==> src/rtl/assert_macros.svh <==
// ----------------------------------------------------------------------------
// assert_macros
// Assertion helpers shared by the decoder RTL.
// ----------------------------------------------------------------------------
// Each macro expects clk and rst_n in scope.
`ifndef ASSERT_MACROS_SVH
`define ASSERT_MACROS_SVH

// Condition must hold at every clock edge outside reset.
`define MBD_ASSERT_ALWAYS(lbl, cond, msg) \
  lbl: assert property (@(posedge clk) disable iff (!rst_n) (cond)) else $error(msg);

// Condition must never hold at a clock edge outside reset.
`define MBD_ASSERT_NEVER(lbl, cond, msg) \
  lbl: assert property (@(posedge clk) disable iff (!rst_n) !(cond)) else $error(msg);

// If the trigger holds, the consequence holds in the following cycle.
`define MBD_ASSERT_NEXT(lbl, trig, cons, msg) \
  lbl: assert property (@(posedge clk) disable iff (!rst_n) (trig) |=> (cons)) else $error(msg);

`endif

==> src/rtl/mbd_pkg.sv <==
`timescale 1ns / 1ps
// ----------------------------------------------------------------------------
// mbd_pkg
// Types, opcode pattern constants and length helpers for the 8086 subset
// decoder (mov/add rm-reg, mov imm-reg, immediate group).
// ----------------------------------------------------------------------------
package mbd_pkg;

  // Instruction form codes as they appear on the result channel
  typedef enum logic [2:0] {
    FORM_MOV_RM  = 3'd0,
    FORM_MOV_IMM = 3'd1,
    FORM_ADD_RM  = 3'd2,
    FORM_IMM_GRP = 3'd3,
    FORM_INVALID = 3'd4
  } form_t;

  // Opcode bit patterns
  localparam logic [2:0] OP_TOP_MOV_IMM = 3'b101;
  localparam logic [2:0] OP_TOP_GRP     = 3'b100;
  localparam logic [2:0] OP_MID_MOV_RM  = 3'b010;
  localparam logic [2:0] OP_MID_ZERO    = 3'b000;
  localparam logic [2:0] OP_TOP_ADD     = 3'b000;
  localparam logic [1:0] MOD_REG        = 2'b11;
  localparam logic [1:0] MOD_DISP8      = 2'b01;
  localparam logic [1:0] MOD_DISP16     = 2'b10;
  localparam logic [1:0] MOD_MEM        = 2'b00;
  localparam logic [2:0] RM_DIRECT      = 3'b110;
  localparam logic [1:0] SW_WORD_IMM    = 2'b01;

  // Default depth of the queue between collector and formatter
  localparam int unsigned QUEUE_DEPTH = 2;

  // Raw collected instruction bytes
  typedef struct packed {
    logic [7:0]  opcode;
    logic [7:0]  modrm;
    logic [15:0] disp;
    logic [15:0] imm;
  } mbd_rec_t;

  // Decoded result record
  typedef struct packed {
    form_t              form;
    logic               wide;
    logic               reg_is_dest;
    logic               sign_extend;
    logic [1:0]         mode;
    logic [2:0]         reg_field;
    logic [2:0]         rm_field;
    logic signed [15:0] displacement;
    logic signed [15:0] immediate;
    logic [2:0]         length;
  } mbd_res_t;

  function automatic form_t classify(input logic [7:0] op);
    logic [2:0] top;
    logic [2:0] mid;
    top = op[7:5];
    mid = op[4:2];
    if (top == OP_TOP_MOV_IMM && op[4])                 return FORM_MOV_IMM;
    else if (top == OP_TOP_GRP && mid == OP_MID_MOV_RM) return FORM_MOV_RM;
    else if (top == OP_TOP_GRP && mid == OP_MID_ZERO)   return FORM_IMM_GRP;
    else if (top == OP_TOP_ADD && mid == OP_MID_ZERO)   return FORM_ADD_RM;
    else                                                return FORM_INVALID;
  endfunction

  // Displacement bytes following the mod-reg-rm byte
  function automatic logic [1:0] disp_len(input form_t form, input logic [7:0] m);
    if (form == FORM_MOV_IMM || form == FORM_INVALID) return 2'd0;
    else if (m[7:6] == MOD_DISP8)                     return 2'd1;
    else if (m[7:6] == MOD_DISP16)                    return 2'd2;
    else if (m[7:6] == MOD_MEM && m[2:0] == RM_DIRECT) return 2'd2;
    else                                              return 2'd0;
  endfunction

  // Immediate bytes
  function automatic logic [1:0] imm_len(input form_t form, input logic [7:0] op);
    if (form == FORM_MOV_IMM)      return op[3] ? 2'd2 : 2'd1;
    else if (form == FORM_IMM_GRP) return (op[1:0] == SW_WORD_IMM) ? 2'd2 : 2'd1;
    else                           return 2'd0;
  endfunction

  // Total instruction length in bytes
  function automatic logic [2:0] total_len(input form_t form, input logic [7:0] op,
                                           input logic [7:0] m);
    if (form == FORM_INVALID)      return 3'd1;
    else if (form == FORM_MOV_IMM) return 3'd1 + {1'b0, imm_len(form, op)};
    else return 3'd2 + {1'b0, disp_len(form, m)} + {1'b0, imm_len(form, op)};
  endfunction

endpackage

==> src/rtl/mbd_in_if.sv <==
`timescale 1ns / 1ps
// ----------------------------------------------------------------------------
// mbd_in_if
// Code byte channel: one instruction stream byte per request.
// ----------------------------------------------------------------------------
interface mbd_in_if;
  logic       valid;
  logic       ready;
  logic [7:0] code_byte;

  modport source (output valid, output code_byte, input ready);
  modport sink   (input valid, input code_byte, output ready);
endinterface

==> src/rtl/mbd_out_if.sv <==
`timescale 1ns / 1ps
// ----------------------------------------------------------------------------
// mbd_out_if
// Decoded instruction channel: one record per request.
// ----------------------------------------------------------------------------
interface mbd_out_if;
  logic               valid;
  logic               ready;
  logic [2:0]         form;
  logic               wide;
  logic               reg_is_dest;
  logic               sign_extend;
  logic [1:0]         mode;
  logic [2:0]         reg_field;
  logic [2:0]         rm_field;
  logic signed [15:0] displacement;
  logic signed [15:0] immediate;
  logic [2:0]         length;

  modport source (output valid, output form, output wide, output reg_is_dest,
                  output sign_extend, output mode, output reg_field, output rm_field,
                  output displacement, output immediate, output length, input ready);
  modport sink   (input valid, input form, input wide, input reg_is_dest,
                  input sign_extend, input mode, input reg_field, input rm_field,
                  input displacement, input immediate, input length, output ready);
endinterface

==> src/rtl/mbd_front.sv <==
`timescale 1ns / 1ps
// ----------------------------------------------------------------------------
// mbd_front
// Byte collector: classifies the opcode, gathers mod-reg-rm, displacement and
// immediate bytes, and pushes a raw record once an instruction is complete.
// ----------------------------------------------------------------------------
`include "assert_macros.svh"

module mbd_front (
  input  logic              clk,
  input  logic              rst_n,
  mbd_in_if.sink            in_ch,
  input  logic              q_full,
  output logic              q_push,
  output mbd_pkg::mbd_rec_t q_rec
);

  logic [2:0]  cnt_r,   cnt_nxt;
  logic [7:0]  op_r,    op_nxt;
  logic [7:0]  modrm_r, modrm_nxt;
  logic [15:0] disp_r,  disp_nxt;
  logic [15:0] imm_r,   imm_nxt;

  logic            fire;
  logic [7:0]      b;
  mbd_pkg::form_t  form;
  logic            has_modrm;
  logic [2:0]      pos;
  logic [1:0]      dl;
  logic [2:0]      total;

  assign in_ch.ready = !q_full;
  assign fire        = in_ch.valid && !q_full;
  assign b           = in_ch.code_byte;

  // Per-byte collection
  always_comb begin
    cnt_nxt   = cnt_r;
    op_nxt    = op_r;
    modrm_nxt = modrm_r;
    disp_nxt  = disp_r;
    imm_nxt   = imm_r;
    q_push    = 1'b0;
    form      = mbd_pkg::classify(op_r);
    has_modrm = (form != mbd_pkg::FORM_MOV_IMM) && (form != mbd_pkg::FORM_INVALID);
    pos       = cnt_r - (has_modrm ? 3'd2 : 3'd1);
    dl        = mbd_pkg::disp_len(form, modrm_r);
    total     = 3'd1;
    if (fire) begin
      if (cnt_r == 3'd0) begin
        // opcode byte
        op_nxt    = b;
        modrm_nxt = 8'h00;
        disp_nxt  = 16'h0000;
        imm_nxt   = 16'h0000;
        if (mbd_pkg::classify(b) == mbd_pkg::FORM_INVALID) begin
          q_push = 1'b1;
        end else begin
          cnt_nxt = 3'd1;
        end
      end else begin
        if (has_modrm && cnt_r == 3'd1) begin
          modrm_nxt = b;
        end else if (pos < {1'b0, dl}) begin
          disp_nxt = (pos == 3'd0) ? {8'h00, b} : {b, disp_r[7:0]};
        end else if (pos == {1'b0, dl}) begin
          imm_nxt = {8'h00, b};
        end else begin
          imm_nxt = {b, imm_r[7:0]};
        end
        total = mbd_pkg::total_len(form, op_r, modrm_nxt);
        if (cnt_r + 3'd1 >= total) begin
          q_push  = 1'b1;
          cnt_nxt = 3'd0;
        end else begin
          cnt_nxt = cnt_r + 3'd1;
        end
      end
    end
  end

  assign q_rec = '{opcode: op_nxt, modrm: modrm_nxt, disp: disp_nxt, imm: imm_nxt};

  // State registers
  always_ff @(posedge clk) begin
    if (!rst_n) begin
      cnt_r   <= 3'd0;
      op_r    <= 8'h00;
      modrm_r <= 8'h00;
      disp_r  <= 16'h0000;
      imm_r   <= 16'h0000;
    end else begin
      cnt_r   <= cnt_nxt;
      op_r    <= op_nxt;
      modrm_r <= modrm_nxt;
      disp_r  <= disp_nxt;
      imm_r   <= imm_nxt;
    end
  end

  // Checks
  `MBD_ASSERT_NEVER(a_cnt_range, cnt_r > 3'd5, "byte count beyond longest instruction")
  `MBD_ASSERT_NEVER(a_push_when_full, q_push && q_full, "push into full queue")
  `MBD_ASSERT_NEXT(a_push_restarts, q_push, cnt_r == 3'd0, "count not cleared after push")

endmodule

==> src/rtl/mbd_queue.sv <==
`timescale 1ns / 1ps
// ----------------------------------------------------------------------------
// mbd_queue
// Small FIFO of raw instruction records between collector and formatter.
// ----------------------------------------------------------------------------
`include "assert_macros.svh"

module mbd_queue #(
  parameter int unsigned DEPTH = mbd_pkg::QUEUE_DEPTH
) (
  input  logic              clk,
  input  logic              rst_n,
  input  logic              push,
  input  mbd_pkg::mbd_rec_t push_rec,
  input  logic              pop,
  output logic              full,
  output logic              empty,
  output mbd_pkg::mbd_rec_t head
);

  localparam int unsigned PW = (DEPTH > 1) ? $clog2(DEPTH) : 1;
  localparam int unsigned CW = $clog2(DEPTH + 1);

  mbd_pkg::mbd_rec_t mem [DEPTH];
  logic [PW-1:0] wr_ptr_r, wr_ptr_nxt;
  logic [PW-1:0] rd_ptr_r, rd_ptr_nxt;
  logic [CW-1:0] count_r,  count_nxt;

  assign full  = (count_r == CW'(DEPTH));
  assign empty = (count_r == '0);
  assign head  = mem[rd_ptr_r];

  // Pointer and count update
  always_comb begin
    wr_ptr_nxt = wr_ptr_r;
    rd_ptr_nxt = rd_ptr_r;
    count_nxt  = count_r;
    if (push) begin
      wr_ptr_nxt = (wr_ptr_r == PW'(DEPTH - 1)) ? '0 : wr_ptr_r + 1'b1;
    end
    if (pop) begin
      rd_ptr_nxt = (rd_ptr_r == PW'(DEPTH - 1)) ? '0 : rd_ptr_r + 1'b1;
    end
    if (push && !pop) begin
      count_nxt = count_r + 1'b1;
    end else if (pop && !push) begin
      count_nxt = count_r - 1'b1;
    end
  end

  always_ff @(posedge clk) begin
    if (!rst_n) begin
      wr_ptr_r <= '0;
      rd_ptr_r <= '0;
      count_r  <= '0;
    end else begin
      wr_ptr_r <= wr_ptr_nxt;
      rd_ptr_r <= rd_ptr_nxt;
      count_r  <= count_nxt;
    end
  end

  // Storage
  always_ff @(posedge clk) begin
    if (push) begin
      mem[wr_ptr_r] <= push_rec;
    end
  end

  // Checks
  `MBD_ASSERT_ALWAYS(a_count_range, count_r <= CW'(DEPTH), "queue count overflow")
  `MBD_ASSERT_NEVER(a_pop_empty, pop && empty, "pop from empty queue")
  `MBD_ASSERT_NEXT(a_push_fills, push && !pop && !full, !empty, "queue empty after push")

endmodule

==> src/rtl/mbd_back.sv <==
`timescale 1ns / 1ps
// ----------------------------------------------------------------------------
// mbd_back
// Formatter: takes raw records from the queue, extracts the decoded fields and
// holds the result in an output register.
// ----------------------------------------------------------------------------
module mbd_back (
  input  logic              clk,
  input  logic              rst_n,
  input  logic              q_empty,
  input  mbd_pkg::mbd_rec_t q_head,
  output logic              q_pop,
  mbd_out_if.source         out_ch
);

  logic              out_valid_r, out_valid_nxt;
  mbd_pkg::mbd_res_t res_r;
  mbd_pkg::mbd_res_t res;

  mbd_pkg::form_t form;
  logic [7:0]     op;
  logic [7:0]     m;
  logic [1:0]     dl;
  logic [1:0]     il;

  // Pop when the output register is free or being drained
  assign q_pop         = !q_empty && (!out_valid_r || out_ch.ready);
  assign out_valid_nxt = q_pop || (out_valid_r && !out_ch.ready);

  // Field extraction
  always_comb begin
    op   = q_head.opcode;
    m    = q_head.modrm;
    form = mbd_pkg::classify(op);
    dl   = mbd_pkg::disp_len(form, m);
    il   = mbd_pkg::imm_len(form, op);
    res  = '0;
    res.form   = form;
    res.length = mbd_pkg::total_len(form, op, m);
    unique case (form) inside
      mbd_pkg::FORM_MOV_RM, mbd_pkg::FORM_ADD_RM: begin
        res.wide        = op[0];
        res.reg_is_dest = op[1];
        res.mode        = m[7:6];
        res.reg_field   = m[5:3];
        res.rm_field    = m[2:0];
      end
      mbd_pkg::FORM_IMM_GRP: begin
        res.wide        = op[0];
        res.sign_extend = op[1];
        res.mode        = m[7:6];
        res.reg_field   = m[5:3];
        res.rm_field    = m[2:0];
      end
      mbd_pkg::FORM_MOV_IMM: begin
        res.wide        = op[3];
        res.reg_is_dest = 1'b1;
        res.mode        = mbd_pkg::MOD_REG;
        res.reg_field   = op[2:0];
      end
      default: begin
        res.wide = 1'b0;
      end
    endcase
    // byte-wide values are sign-extended
    case (dl)
      2'd1:    res.displacement = {{8{q_head.disp[7]}}, q_head.disp[7:0]};
      2'd2:    res.displacement = q_head.disp;
      default: res.displacement = 16'sd0;
    endcase
    case (il)
      2'd1:    res.immediate = {{8{q_head.imm[7]}}, q_head.imm[7:0]};
      2'd2:    res.immediate = q_head.imm;
      default: res.immediate = 16'sd0;
    endcase
  end

  always_ff @(posedge clk) begin
    if (!rst_n) begin
      out_valid_r <= 1'b0;
    end else begin
      out_valid_r <= out_valid_nxt;
    end
  end

  always_ff @(posedge clk) begin
    if (q_pop) begin
      res_r <= res;
    end
  end

  assign out_ch.valid        = out_valid_r;
  assign out_ch.form         = res_r.form;
  assign out_ch.wide         = res_r.wide;
  assign out_ch.reg_is_dest  = res_r.reg_is_dest;
  assign out_ch.sign_extend  = res_r.sign_extend;
  assign out_ch.mode         = res_r.mode;
  assign out_ch.reg_field    = res_r.reg_field;
  assign out_ch.rm_field     = res_r.rm_field;
  assign out_ch.displacement = res_r.displacement;
  assign out_ch.immediate    = res_r.immediate;
  assign out_ch.length       = res_r.length;

endmodule

==> src/rtl/x86_16bit_mov_add_byte_decoder.sv <==
`timescale 1ns / 1ps
// After the last byte of its instruction, a record is written to the record queue and then to the output register.
// Throughput: one code byte per cycle, one record per cycle at most.
// Input stalls only when the record queue between collector and formatter is full.
// Reset: synchronous active-low; clears byte count, queue and output valid.
// ----------------------------------------------------------------------------
// x86_16bit_mov_add_byte_decoder
// Byte-serial decoder for mov/add rm-reg, mov imm-reg and the immediate group.
// ----------------------------------------------------------------------------
module x86_16bit_mov_add_byte_decoder #(
  parameter int unsigned QUEUE_DEPTH = mbd_pkg::QUEUE_DEPTH
) (
  input  logic     clk,
  input  logic     rst_n,
  mbd_in_if.sink    in_ch,
  mbd_out_if.source out_ch
);

  logic              q_push;
  logic              q_pop;
  logic              q_full;
  logic              q_empty;
  mbd_pkg::mbd_rec_t q_rec;
  mbd_pkg::mbd_rec_t q_head;

  // Collector
  mbd_front u_front (
    .clk    (clk),
    .rst_n  (rst_n),
    .in_ch  (in_ch),
    .q_full (q_full),
    .q_push (q_push),
    .q_rec  (q_rec)
  );

  // Record queue
  mbd_queue #(
    .DEPTH (QUEUE_DEPTH)
  ) u_queue (
    .clk      (clk),
    .rst_n    (rst_n),
    .push     (q_push),
    .push_rec (q_rec),
    .pop      (q_pop),
    .full     (q_full),
    .empty    (q_empty),
    .head     (q_head)
  );

  // Formatter
  mbd_back u_back (
    .clk     (clk),
    .rst_n   (rst_n),
    .q_empty (q_empty),
    .q_head  (q_head),
    .q_pop   (q_pop),
    .out_ch  (out_ch)
  );

endmodule

==> src/flat_wrapper.sv <==
// flat-port wrapper written by rule: the top's interface ports become plain ports
module x86_16bit_mov_add_byte_decoder_flat 
#(
  parameter int unsigned QUEUE_DEPTH = mbd_pkg::QUEUE_DEPTH
)
  (clk, rst_n, in_ch_valid, in_ch_code_byte, in_ch_ready, out_ch_valid, out_ch_form, out_ch_wide, out_ch_reg_is_dest, out_ch_sign_extend, out_ch_mode, out_ch_reg_field, out_ch_rm_field, out_ch_displacement, out_ch_immediate, out_ch_length, out_ch_ready);
  mbd_in_if in_ch_i ();
  mbd_out_if out_ch_i ();
  input  logic clk;
  input  logic rst_n;
  input wire logic [$bits(in_ch_i.valid)-1:0] in_ch_valid;
  input wire logic [$bits(in_ch_i.code_byte)-1:0] in_ch_code_byte;
  output wire logic [$bits(in_ch_i.ready)-1:0] in_ch_ready;
  output wire logic [$bits(out_ch_i.valid)-1:0] out_ch_valid;
  output wire logic [$bits(out_ch_i.form)-1:0] out_ch_form;
  output wire logic [$bits(out_ch_i.wide)-1:0] out_ch_wide;
  output wire logic [$bits(out_ch_i.reg_is_dest)-1:0] out_ch_reg_is_dest;
  output wire logic [$bits(out_ch_i.sign_extend)-1:0] out_ch_sign_extend;
  output wire logic [$bits(out_ch_i.mode)-1:0] out_ch_mode;
  output wire logic [$bits(out_ch_i.reg_field)-1:0] out_ch_reg_field;
  output wire logic [$bits(out_ch_i.rm_field)-1:0] out_ch_rm_field;
  output wire logic [$bits(out_ch_i.displacement)-1:0] out_ch_displacement;
  output wire logic [$bits(out_ch_i.immediate)-1:0] out_ch_immediate;
  output wire logic [$bits(out_ch_i.length)-1:0] out_ch_length;
  input wire logic [$bits(out_ch_i.ready)-1:0] out_ch_ready;
  assign in_ch_i.valid = in_ch_valid;
  assign in_ch_i.code_byte = in_ch_code_byte;
  assign in_ch_ready = in_ch_i.ready;
  assign out_ch_valid = out_ch_i.valid;
  assign out_ch_form = out_ch_i.form;
  assign out_ch_wide = out_ch_i.wide;
  assign out_ch_reg_is_dest = out_ch_i.reg_is_dest;
  assign out_ch_sign_extend = out_ch_i.sign_extend;
  assign out_ch_mode = out_ch_i.mode;
  assign out_ch_reg_field = out_ch_i.reg_field;
  assign out_ch_rm_field = out_ch_i.rm_field;
  assign out_ch_displacement = out_ch_i.displacement;
  assign out_ch_immediate = out_ch_i.immediate;
  assign out_ch_length = out_ch_i.length;
  assign out_ch_i.ready = out_ch_ready;
  x86_16bit_mov_add_byte_decoder #(.QUEUE_DEPTH(QUEUE_DEPTH)) u_core (.clk(clk), .rst_n(rst_n), .in_ch(in_ch_i), .out_ch(out_ch_i));
endmodule
==> config.mk <==
export PLATFORM = sky130hd
export DESIGN_NAME = x86_16bit_mov_add_byte_decoder_flat
export DESIGN_NICKNAME = d
export VERILOG_FILES = /design/src/rtl/mbd_pkg.sv /design/src/rtl/mbd_in_if.sv /design/src/rtl/mbd_out_if.sv /design/src/rtl/mbd_front.sv /design/src/rtl/mbd_queue.sv /design/src/rtl/mbd_back.sv /design/src/rtl/x86_16bit_mov_add_byte_decoder.sv /design/src/flat_wrapper.sv
export VERILOG_INCLUDE_DIRS = /design/src /design/src/rtl
export SDC_FILE = /design/constraint.sdc
export NUM_CORES = 1
export LEC_CHECK = 0
export ABC_AREA = 1
export BUFFER_PORTS_ARGS = -buffer_cell sky130_fd_sc_hd__buf_2
export CAP_MARGIN = 0
export CORE_ASPECT_RATIO = 1.2
export CORE_UTILIZATION = 39
export CTS_CLUSTER_SIZE = 30
export DETAILED_ROUTE_END_ITERATION = 6
export GPL_TIMING_DRIVEN = 0
export PLACE_DENSITY = 0.52
export SETUP_SLACK_MARGIN = 0.2
export SLEW_MARGIN = 20
export SYNTH_ARGS = -nofsm -noshare
export SYNTH_HDL_FRONTEND = slang
export SYNTH_HIERARCHICAL = 1
export SYNTH_SLANG_ARGS = --single-unit
==> constraint.sdc <==
create_clock -name clk -period 12.6 [get_ports clk]
set_input_delay 0 -clock clk [delete_from_list [all_inputs] [get_ports clk]]
set_output_delay 0 -clock clk [all_outputs]
set_load 0.01 [all_outputs]
==> results of run 1 <==
==> area by class of cell <==
cell class,count,area (um^2),area share (%)
Sequential cell,202,5500,50.0
Multi-Input combinational cell,554,3240,29.5
Clock buffer,25,551,5.01
Timing Repair Buffer,76,505,4.60
Inverter,115,435,3.96
Tap cell,315,394,3.59
Clock inverter,13,190,1.73
Buffer,31,173,1.57
==> layout by cell type (no fill, tap or decap), drive strengths merged <==
cell type / n
nand2: 239
edfxtp: 145
inv: 115
buf: 86
nand3: 84
a21oi: 67
dfxtp: 57
mux2: 48
nor2: 39
clkbuf: 36
o21ai: 22
ha: 20
nor3b: 16
dlygate4sd3: 10
clkinv: 8
bufinv: 5
o211ai: 5
nand4: 3
nor3: 3
xor2: 2
nand3b: 2
a21boi: 1
xnor2: 1
or2: 1
fa: 1
==> path summary, 6_finish.rpt <==
kind / startpoint / endpoint / slack [ps]
setup / recovery: u_core/u_front/cnt_r[1] / u_core/u_queue/mem[1][41] / 8450
hold / removal: in_ch_valid / u_core/u_front/modrm_r[7] / 130
setup reg to reg: u_core/u_front/cnt_r[1] / u_core/u_queue/mem[1][41] / 8450
hold reg to reg: u_core/u_front/imm_r[13] / u_core/u_front/imm_r[13] / 490
==> stage by stage <==
step / cell area [um^2] / worst slack [ps]
after floorplan: 9320 / 7340
after global placement: 10000 / 5530
after detailed placement: 10100 / 8430
after CTS: 11000 / 8420
after global routing: 11000 / 8070
final: 11000 / 8450
==> synthesized netlist by cell type (all sizes together) <==
cell type    n  share of area (%)
a21boi       1              0.081
a21oi       67                3.8
buf         20                1.4
clkbuf      11               0.44
clkinv       1              0.054
dfxtp       57                 12
edfxtp     145                 47
fa           1               0.21
ha          20                2.7
inv        114                4.6
mux2        48                6.6
nand2      239                 10
nand3       84                4.5
nand3b       2               0.16
nand4        3               0.20
nor2        39                2.3
nor3         3               0.21
nor3b       16                1.3
o211ai       5               0.60
o21ai       22                1.5
or2          1              0.067
xnor2        1              0.094
xor2         2               0.19
==> flip-flops by register name, summed over array words and instances, names as in the netlist, named ones only <==
register / count
u_core/u_queue/mem: 96
u_core/u_back/out_ch.displacement: 16
u_core/u_back/out_ch.immediate: 16
u_core/u_front/disp_r: 16
u_core/u_front/imm_r: 16
u_core/u_front/modrm_r: 8
u_core/u_front/op_r: 8
u_core/u_back/out_ch.form: 3
u_core/u_back/out_ch.length: 3
u_core/u_back/out_ch.reg_field: 3
u_core/u_back/out_ch.rm_field: 3
u_core/u_front/cnt_r: 3
u_core/u_back/out_ch.mode: 2
u_core/u_queue/count_r: 2
u_core/u_back/out_ch.reg_is_dest: 1
u_core/u_back/out_ch.sign_extend: 1
u_core/u_back/out_ch.valid: 1
u_core/u_back/out_ch.wide: 1
u_core/u_queue/rd_ptr_r: 1
u_core/u_queue/wr_ptr_r: 1
==> cells by family (layout without fill, tap and decap cells) <==
group,after synthesis,after routing
AOI/OAI and AO/OA,95,95
DFF,202,202
and+or+nand+nor,387,387
adders and majority gates,21,21
buffers and inverters,146,260
muxes,48,48
xor gates and xnor gates,3,3
==> per-layer routing <==
layer  wire (um)  global-route usage [%]  part of all wire (%)  up-vias
met5           0                       0                     0        -
met4         438                    5.28                   2.2        0
met3         735                    2.17                   3.7       31
met2        9940                    30.3                    49      109
met1        9000                    21.6                    45     2898
li1            -                       -                     -     3228
==> worst max-delay path, stage by stage (launching register included) <==
cell and delay, ps:
dfxtp_1 350, inv_1 100, ha_1 200, nand2_2 190
inv_2 50, nand2_2 90, buf_2 220, nand2_1 90
nand2_1 80, nand3_1 80, nand2_1 60, nand2_1 50
ha_1 270, inv_1 40, ha_1 260, o21ai_0 90
ha_1 280, o21ai_0 70, nand2_1 60, a21oi_1 90
or2_1 240, nand2_1 140, nand2_1 130, inv_4 490
==> power by group through the flow <==
stage	combinational, mW	sequential (mW)	clock [mW]
final	0.639	0.893	0.664
after global routing	0.708	0.906	0.706
after CTS	0.651	0.894	0.683
after detailed placement	0.645	0.908	0
after global placement	0.609	0.924	0
after floorplan	0.398	0.952	0
==> timing repair <==
item,in CTS,in global routing
hold buffers,10,0
hold endpoints to repair,21,0
setup buffers,0,0
==> impl_metrics.json, run 1 <==
{
  "outcome": "complete, no violations",
  "die_y_um": 171,
  "skew_ps": 12.1,
  "finalSetupViolCount": 0,
  "root_buffer": "clkbuf_16",
  "dp.cells": 1283,
  "drv_cap": 0,
  "drive_above_1_share_pct": 21.6,
  "p_per_area_nw_per_um2": 200,
  "finalPower_mw": 2.20,
  "antenna_cells": 0,
  "synth_top_family_by_area": "simple AND/OR/NAND/NOR gates",
  "drtPass1Iterations": 4,
  "via_count": 6266,
  "netlist_instances": 902,
  "fp.dieArea_um2": 24500,
  "worstSetupPathType": "flop to flop",
  "fp.dieW_um": 143,
  "fillers": 2185,
  "hold_viol": 0,
  "swShare_pct": 30.7,
  "wl_per_cell_um": 15.1,
  "hold_depth": 4,
  "num_io_pins": 63,
  "grt_antenna_before_repair": 0,
  "vdd_drop_max_uv": 91.9,
  "ctsHtreeMaxLevel": 1,
  "grt_max_degree": 49,
  "grt_pass1_vias": 5990,
  "vias_per_cell": 4.71,
  "worst-path-max-fanout": 48,
  "hpwl_um": 14400,
  "cts_resized": 0,
  "synth-simple-area-share_pct": 18.8,
  "cts.sinks": 202,
  "clockPowerShare_pct": 30.2,
  "clk_pin_slew_ps": 60,
  "start_kind": "flop",
  "finalNetCount": 1034,
  "fin_util_pct": 47.2,
  "endpoint_kind": "flop",
  "period_share_pct": 32.9,
  "ys_seq_area_share_pct": 59.0,
  "p_leak_nw": 4.71,
  "postRouteAntennaNets": 0,
  "intPower_mw": 1.52,
  "drv_slew": 0,
  "portBuffers": 62,
  "yosysWarnings": 6,
  "grt_pass1_wl_um": 31900,
  "fin_cells": 1331,
  "drcViolationCount": 0,
  "grt_setup_unrepaired": "no",
  "hp-class": "input pin to flop",
  "holdWs_ps": 131,
  "netSwitchingPower_uw": 675,
  "rows": 61,
  "clk_path_buf_depth": 3,
  "crit_arrival_ps": 4270,
  "yosys.area_share.xor_xnor_pct": 0.282,
  "gp_congestion": 0.818,
  "synth-seq-cells": 202,
  "fin_tns_setup_ps": 0,
  "syn_nets": 935,
  "critPathRequiredTime_ps": 12720,
  "overflow": 0,
  "fmax_mhz": 241,
  "area_growth_pct": 17.8,
  "synth.avg_cell_area_um2": 10.3,
  "routed_wirelength_um": 20100,
  "synthMuxAreaShare_pct": 6.60,
  "syn-cell-area_um2": 9320,
  "relSlewSlack_pct": 53.4,
  "synth_fa_ha_area_share_pct": 2.90,
  "synth-compound-area-share_pct": 5.91,
  "clk_latency_ps": 500,
  "combPwrFrac_pct": 29.1,
  "rr_worst_depth": 23,
  "cts_buffers": 21,
  "grtUsageTotal_pct": 17.1,
  "start_util_pct": 40.0,
  "min_period_ps": 4150,
  "tritoncts": "done",
  "worst_pin_slew_ps": 698,
  "seqPwrFrac_pct": 40.7,
  "ys_types": 37,
  "core_area_um2": 23300,
  "drt_iter0_drc": 280
}
Note: power is estimated with default switching activity, not from simulation.
==> run 2, diff against run 1 <==
- clock period: 12.6 -> 4.09 ns (I/O delays scaled with it)
==> impl_metrics.json, run 2 (synthesis gave the netlist of run 1 again) <==
{
  "outcome": "complete, no violations",
  "relSlewSlack_pct": 55.2,
  "drv_cap": 0,
  "path_common_cell": "nand2_1",
  "drv_slew": 0,
  "final_cell_mix": "226 x nand2_1, 145 x edfxtp_1, 99 x inv_1",
  "rows": 61,
  "vdd_drop_max_uv": 341,
  "tritoncts": "done",
  "fp.dieArea_um2": 24500,
  "clockPowerShare_pct": 29.1,
  "drive_above_1_share_pct": 24.2,
  "hp-class": "input pin to flop",
  "root_buffer": "clkbuf_16",
  "start_kind": "flop",
  "drt_iter0_drc": 345,
  "num_io_pins": 63,
  "intPower_mw": 4.72,
  "swShare_pct": 31.3,
  "finalNetCount": 1054,
  "grt_pass1_vias": 5924,
  "grt_max_degree": 30,
  "clk_latency_ps": 510,
  "final_common_cell": "nand2_1",
  "grtUsageTotal_pct": 17.2,
  "largest_reg_flops": 96,
  "postRouteAntennaNets": 0,
  "fp.dieW_um": 143,
  "seqPwrFrac_pct": 40.1,
  "overflow": 0,
  "slowest_stage": "dfxtp_2",
  "core_area_um2": 23300,
  "drtPass1Iterations": 5,
  "fin_area_um2": 11300,
  "regMostFlops": "u_core/u_queue/mem",
  "min_period_ps": 3640,
  "critPathRequiredTime_ps": 4290,
  "start_util_pct": 40.0,
  "fin_util_pct": 48.4,
  "vias_per_cell": 4.70,
  "grt_use_met3_pct": 2.45,
  "worst_pin_slew_ps": 672,
  "hold_viol": 0,
  "p_per_area_nw_per_um2": 610,
  "hpwl_um": 14400,
  "ctsHtreeMaxLevel": 1,
  "clk_path_buf_depth": 3,
  "wl_per_cell_um": 15.2,
  "netSwitchingPower_mw": 2.15,
  "fmax_mhz": 275,
  "combPwrFrac_pct": 30.9,
  "p_leak_nw": 4.84,
  "endpoint_kind": "flop",
  "critical-path-max-stage-delay_ps": 350,
  "cts.sinks": 202,
  "worst-path-max-fanout": 15,
  "grt_pass1_wl_um": 32100,
  "finalSetupViolCount": 0,
  "place_ws_ps": -208,
  "area_growth_pct": 21.0,
  "portBuffers": 62,
  "antenna_cells": 0,
  "fin_ws_ps": 452,
  "top_usage_layer": "met2",
  "fin_tns_setup_ps": 0,
  "via_count": 6358,
  "worstSetupPathType": "flop to flop",
  "skew_ps": 18.9,
  "crit_arrival_ps": 3840,
  "routed_wirelength_um": 20600,
  "dpl_cell_area_um2": 10200,
  "grt_setup_unrepaired": "no",
  "drcViolationCount": 0,
  "clk_pin_slew_ps": 70,
  "use_met1_pct": 22.4,
  "grt_antenna_before_repair": 0,
  "cts_buffers": 22,
  "die_y_um": 171,
  "period_share_pct": 88.9,
  "gp_congestion": 0.832,
  "use_met2_pct": 29.7
}
run 2: cell count changes in the layout (fill, tap and decap cells not counted), sizes merged:
| cell | change |
|---|---|
| clkbuf | +5 |
| buf | +16 |
| clkinvlp | +3 |
| bufinv | -3 |
| clkinv | +2 |
| inv | -2 |
run 2: final timing paths:
path,slack (ps),cells past startpoint,start,to
max,450,25,u_core/u_front/cnt_r[1],u_core/u_queue/mem[0][4]
min,20,5,in_ch_code_byte[2],u_core/u_front/modrm_r[2]
max reg2reg,450,25,u_core/u_front/cnt_r[1],u_core/u_queue/mem[0][4]
min reg2reg,490,2,u_core/u_front/disp_r[10],u_core/u_front/disp_r[10]
run 2: area by class of cell:
type                            instances  area [um^2]
Buffer                                 31          179
Clock inverter                         12          110
Multi-Input combinational cell        554         3280
Clock buffer                           28          624
Inverter                              115          437
Timing Repair Buffer                   94          741
Timing Repair inverter                  1         7.51
Sequential cell                       202         5500
Fill cell                            2142        12000
Tap cell                              315          394
run 2: power by group through the flow:
| stage | clock, mW | sequential, mW | combinational [mW] |
|---|---|---|---|
| floorplan | 0 | 2.93 | 1.23 |
| global placement | 0 | 2.83 | 1.88 |
| detailed placement | 0 | 2.80 | 2.00 |
| CTS | 2.05 | 2.76 | 2.06 |
| global route | 2.12 | 2.79 | 2.35 |
| finish | 2.00 | 2.75 | 2.12 |
run 2: layer usage:
layer  part of all wire [%]  routed length, um
met5                      0                  0
met2                     49              10100
met3                    4.0                832
met4                    1.7                350
met1                     45               9310
run 2: repair_timing:
action | CTS | global route
endpoints found under the hold margin | 23 | 0
pin swaps | 1 | 5
cloned | 1 | 2
setup endpoints to repair | 96 | 98
hold buffers | 10 | 0
buffers inserted | 3 | 12
resized for setup | 3 | 10
run 2: critical path: cells and delay by family (launching register included):
kind                       cells  cell delay, ps
AOI/OAI and AO/OA              3             200
adders and majority gates      4             980
buffers and inverters          7             670
DFF                            1             350
and+or+nand+nor               11            1110
run 2: per-stage QoR:
stage / power (mW) / hold slack (ps) / std cells
after floorplan: 4.16 / 121 / 902
after global placement: 4.72 / 267 / 1279
after detailed placement: 4.80 / 318 / 1284
after CTS: 6.87 / 1.36 / 1338
after global routing: 7.26 / 56.0 / 1352
final: 6.88 / 24.1 / 1352
